### src/rtl/core/msi_pkg.sv
// Shared types and constants for the merge-insertion sorter core.
// No dependencies; imported by msi_cell and merge_insertion_sorter_core.
package msi_pkg;

    localparam int MAX_ITEMS_DEF = 64;
    localparam int VALUE_W       = 31;

    typedef logic [VALUE_W-1:0] t_value;

    typedef struct packed {
        t_value value;
        logic   final_item;
    } t_in;

    typedef struct packed {
        t_value sorted_value;
        logic   last_result;
        logic   items_dropped;
    } t_out;

    // Per-cycle command broadcast to every cell of the chain.
    typedef struct packed {
        logic   insert;     // place ctl value into the sorted chain
        logic   shift_out;  // move every entry one cell toward the head
        t_value value;      // value being inserted
    } t_cell_ctl;

    typedef enum logic [1:0] {
        ST_FILL  = 2'b01,
        ST_DRAIN = 2'b10
    } t_state;

endpackage

### src/rtl/core/msi_cell.sv
// One cell of the systolic insertion chain: holds one entry and its valid bit.
// Depends on msi_pkg.
module msi_cell
    import msi_pkg::*;
(
    input  logic      i_clk,
    input  logic      i_rst_n,
    input  t_cell_ctl i_ctl,
    input  t_value    i_prev_value,
    input  logic      i_prev_valid,
    input  logic      i_prev_gt,
    input  t_value    i_next_value,
    input  logic      i_next_valid,
    output t_value    o_value,
    output logic      o_valid,
    output logic      o_gt
);

    t_value r_value;
    t_value n_value;
    logic   r_valid;
    logic   n_valid;

    // Entry is strictly greater than the incoming value: it moves up one cell.
    assign o_gt = r_valid && (r_value > i_ctl.value);

    always_comb begin
        n_value = r_value;
        n_valid = r_valid;
        if (i_ctl.insert) begin
            if (i_prev_gt) begin
                n_value = i_prev_value;
            end else if (o_gt || (!r_valid && i_prev_valid)) begin
                n_value = i_ctl.value;
            end
            n_valid = r_valid | i_prev_valid;
        end else if (i_ctl.shift_out) begin
            n_value = i_next_value;
            n_valid = i_next_valid;
        end
    end

    always_ff @(posedge i_clk) begin
        r_value <= n_value;
        if (!i_rst_n) begin
            r_valid <= 1'b0;
        end else begin
            r_valid <= n_valid;
        end
    end

    assign o_value = r_value;
    assign o_valid = r_valid;

endmodule

### config.mk
export PLATFORM = sky130hd
export DESIGN_NAME = msi_cell
export DESIGN_NICKNAME = d
export VERILOG_FILES = /design/src/rtl/core/msi_pkg.sv /design/src/rtl/core/msi_cell.sv
export SDC_FILE = /design/constraint.sdc
export NUM_CORES = 1
export LEC_CHECK = 0
export BUFFER_PORTS_ARGS = -buffer_cell sky130_fd_sc_hd__buf_2
export CAP_MARGIN = 10
export CORE_ASPECT_RATIO = 0.8
export CORE_UTILIZATION = 25
export DETAILED_ROUTE_END_ITERATION = 16
export GPL_TIMING_DRIVEN = 0
export MAX_ROUTING_LAYER = met4
export PLACE_DENSITY = 0.55
export SYNTH_ARGS = -nofsm -noshare
export SYNTH_HDL_FRONTEND = slang
export SYNTH_SLANG_ARGS = --single-unit
### constraint.sdc
create_clock -name i_clk -period 6.8 [get_ports i_clk]
set_clock_uncertainty 0.1 [all_clocks]
set_input_delay 0.34 -clock i_clk [delete_from_list [all_inputs] [get_ports i_clk]]
set_output_delay 0.34 -clock i_clk [all_outputs]
set_load 0.02 [all_outputs]
# [Yosys cells after proc, flatten, opt, wreduce, memory -nomap -nowiden]
# Index checks and enable logic that the tools add are counted.
[totals] out_inout_bits=33 in_bits=100 ff_bits=32 wordCells=17
[op_classes] bitwise=1 n_reduce_logical=6 n_eq_ne=1 n_lt_le_gt_ge=1 mux=6
[op_table] op="two-way mux 31 bit" n=4
[op_table] op="> comparator 31 bit" n=1
[op_table] op="inequality test 3 x 1 -> 1 bit, second input constant" n=1
[op_table] op="logical AND 1 bit" n=2
[op_table] op="two-way mux 1 bit" n=2
[op_table] op="AND reduction 2 bit" n=1
[op_table] op="nonzero test 2 bit" n=1
[op_table] op="zero test 1 bit" n=1
[op_table] op="logical OR 1 bit" n=1
[op_table] op="OR 1 bit" n=1

# [Logic depth before layout (Yosys ltp)]
[logic_depth] depth_word=6 mapped_depth=7

# [Least setup slack after synthesis]
# OpenSTA, ideal clock, no wires.
[synth_path] kind="reg2reg" startpoint="reg r_value[29] (netlist: o_value[29])" endpoint="reg r_value[0] (netlist: o_value[0]) (enable)" t_required_ns=6.307 stages_incl_launch_ff=7 setup_slack_ns=3.898 setup_ns=0.393 t_arrival_ns=2.409 path_buffers=0 path_cell_list="edfxtp_1 -> ha_1 -> nand4_2 -> nor4_4 -> nand2_1 -> a31oi_1 -> o31a_1"
[synth_via] elab_chain_cells=5
[synth_lines] element="start, declared" line="msi_cell.sv:19" text="t_value r_value;"
[synth_lines] element="start signal, assigned" line="msi_cell.sv:44" text="r_value <= n_value;"
[synth_lines] element="> comparator 31 bit" line="msi_cell.sv:25" text="assign o_gt = r_valid && (r_value > i_ctl.value);"
[synth_lines] element="logical AND 1 bit" line="msi_cell.sv:25"
[synth_lines] element="logical OR 1 bit" line="msi_cell.sv:33" text="end else if (o_gt || (!r_valid && i_prev_valid)) begin"
[synth_lines] element="inequality test 3 x 1 -> 1 bit (no source line)"
[synth_lines] element="AND reduction 2 bit (no source line)"
# No other way between the ends.
# A chain may end at the register's enable or synchronous reset.

# [Worst setup path after layout]
[layout_path] startpoint="reg r_value[13] (netlist: o_value[13])" endpoint="reg r_value[22] (netlist: o_value[22]) (enable)"
# Same word-level chain as after synthesis.

==> qor.yml <==
synth.top_cell.area_share_pct: 38.21
status: "finished, final reports clean"
avgSynthCellArea_um2: 9.406
antenna_cells: 0
start_util_pct: 26.28
rsz0062_at_grt: "false"
min_period_ps: 2889
tns_ps: 0
p_sw_share_pct: 30.30
grt_pass1_vias: 2154
slew_headroom_pct: 43.27
synth.distinct_cells: 29
cts-root-buf: "clkbuf_16"
die-height_um: 90.29
post_drt_wl_per_cell_um: 13.63
layout_common_cells: "134 x buf_2, 47 x a21oi_1, 35 x nor2_1"
pwr-share-comb_pct: 28.2
vias: 2311
cts_hold_buffers: 0
final_common_cell: "buf_2"
reg2reg_depth: 6
power_switching_uw: 209.5
worst_r2r_endpoint: "o_value[22]$_DFFE_PP_"
start_kind: "flop"
insertion_delay_ps: 270
worst_slack_ps: 3911
cp.arrival_ps: 2690
ys_ff_latch: 32
syn_area_mm2: 0.002436
drc: 0
cp-end-kind: "flop"
grt_max_degree: 32
drt_wl_total_um: 6994
cts.repair.resized: 0
max-cap-violations: 0
final_antenna_net_count: 0
r2r_slack_ps: 3910
yosys.area.top_type: "edfxtp_1"
cts_tree: "built"
ir_drop_mv: 0.08344
place.port_buffers: 131
fin_crit_sh_pct: 42.48
crit_path_max_fanout: 31
synthCells: 259
nFillCells: 965
nets: 528
grt_pass1_wl_um: 11050
dpl.hpwl_um: 5683
drt_first_pass_iters: 4
path_clk_slew_ps: 60
yosysSeqAreaShare_pct: 39.03
die_x_um: 112.4
cts.sinks: 32
synth_nets: 390
cts_buffer_depth: 2
max_clock_freq_mhz: 346.2
drv_slew: 0
synth_area_leaders: "edfxtp_1 38%, ha_1 16%, mux2i_1 13%, a21oi_1 9.7%, nor2_1 5.4%"
htreeDepth: 2
cts_buffers: 5
min_to: "o_valid$_SDFFE_PN0P_"
rows: 31
hold_class: "input port to flop"
ioPinCount: 133
r2r-start: "o_value[13]$_DFFE_PP_"
min_from: "i_rst_n"
setup_viol: 0
clock_power_share_pct: 34.5
synthToLayoutAreaGrowth_pct: 39.29
dp_slack_ps: 3796
antenna_found_initial: 0
crit_type: "flop to flop"
worstMarginPinSlew_ps: 851.0
die_area_mm2: 0.01015
drive_gt1_share_pct: 36.43
post-cts-setup-buffers: 0
hold_depth: 3
p_seq_share_pct: 37.3
internal_power_uw: 482.1
p_leak_nw: 1.737
critPathRequiredTime_ps: 6600
gp_congestion: 0.7758
drtIter0Drc: 100
hold_violations: 0
yosysWarnings: 0
grt_usage_pct: 14.29
vias_per_cell: 4.505
core_mm2: 0.009270
grt_overflow: 0
total_power_uw: 691.6
p_per_area_mw_per_mm2: 203.8
-- cell usage after synthesis --
cell type / number
a2bb2oi_1: 1
nand2_1: 11
nor4_4: 1
nand3b_1: 1
a211o_1: 1
buf_1: 2
a31oi_1: 1
nand2b_1: 1
inv_1: 34
o211ai_1: 1
clkbuf_1: 6
nand3_1: 3
o21ai_0: 5
o31ai_1: 1
a22oi_1: 1
o31a_1: 1
edfxtp_1: 31
a211oi_1: 1
a21oi_1: 47
o21a_1: 1
buf_2: 3
a41oi_1: 1
mux2i_1: 32
nor3_1: 1
nor2_1: 35
nand4_1: 2
nand4_2: 2
dfxtp_1: 1
ha_1: 31
-- how the worst max path moves through the flow --
| stage | depth (start not counted) | end | start | slack, ps |
|---|---|---|---|---|
| 4_1_cts | 6 | o_value[5]$_DFFE_PP_ | o_value[13]$_DFFE_PP_ | 3840 |
| 3_3_place_gp | 8 | o_value[6]$_DFFE_PP_ | i_ctl[29] | 3220 |
| 6_report | 6 | o_value[22]$_DFFE_PP_ | o_value[13]$_DFFE_PP_ | 3910 |
| 3_5_place_dp | 8 | o_value[23]$_DFFE_PP_ | i_ctl[29] | 3800 |
| 5_1_grt | 6 | o_value[17]$_DFFE_PP_ | o_value[13]$_DFFE_PP_ | 3660 |
| 2_1_floorplan | 6 | o_value[0]$_DFFE_PP_ | o_value[29]$_DFFE_PP_ | 3900 |
-- cell type report --
| class | count | area, um^2 | share of cell area (%) |
|---|---|---|---|
| clock buffer | 8 | 156.4 | 4.609 |
| inverter | 34 | 127.6 | 3.761 |
| multi-input combinational | 182 | 1314 | 38.72 |
| sequential | 32 | 950.9 | 28.02 |
| timing repair buffer | 131 | 655.6 | 19.32 |
| buffer | 11 | 45.04 | 1.327 |
| tap | 115 | 143.9 | 4.240 |
-- cells by family after synthesis --
logic type / Yosys count / synth area share, %
mux: 32 / 13.15
buf+inv: 45 / 7.088
fa+ha+maj: 31 / 15.92
compound gates: 62 / 13.92
flops: 32 / 39.03
simple gates: 57 / 10.89
-- through the flow --
| stage | cell area [um^2] | util, % | cells | hold slack [ps] |
|---|---|---|---|---|
| 6_report | 3393 | 36.60 | 513 | 214.9 |
| 5_1_grt | 3393 | 36.60 | 513 | 209.5 |
| 4_1_cts | 3393 | 36.60 | 513 | 198.1 |
| 3_5_place_dp | 3237 | 34.92 | 505 | 403.8 |
| 3_3_place_gp | 3236 | 34.90 | 505 | 387.0 |
| 2_1_floorplan | 2436 | - | 259 | 369.0 |
-- critical path, stage by stage (launching register included) --
cell	delay [ps]
edfxtp_1	390
ha_1	340
nand4_1	170
nor3_1	330
o21ai_0	170
a31oi_1	230
o31a_2	750
-- flip-flops by register name, summed over array words and instances (netlist names) --
| register | cells |
|---|---|
| o_value | 31 |
| o_valid | 1 |
-- metal layers --
layer	track usage [%]	vias up	part of all wire [%]
met1	19.39	1047	49
met5	-	-	0
met2	22.00	69	46
li1	-	1193	-
met4	3.333	0	0.34
met3	2.685	2	4.2
-- power groups by stage --
stage	clock, mW	sequential (mW)	combinational [mW]
3_5_place_dp	0	0.262	0.198
3_3_place_gp	0	0.262	0.195
6_report	0.238	0.258	0.195
4_1_cts	0.246	0.259	0.199
5_1_grt	0.254	0.261	0.219
2_1_floorplan	0	0.288	0.0914
No activity file was read; power rests on OpenSTA's default activity.
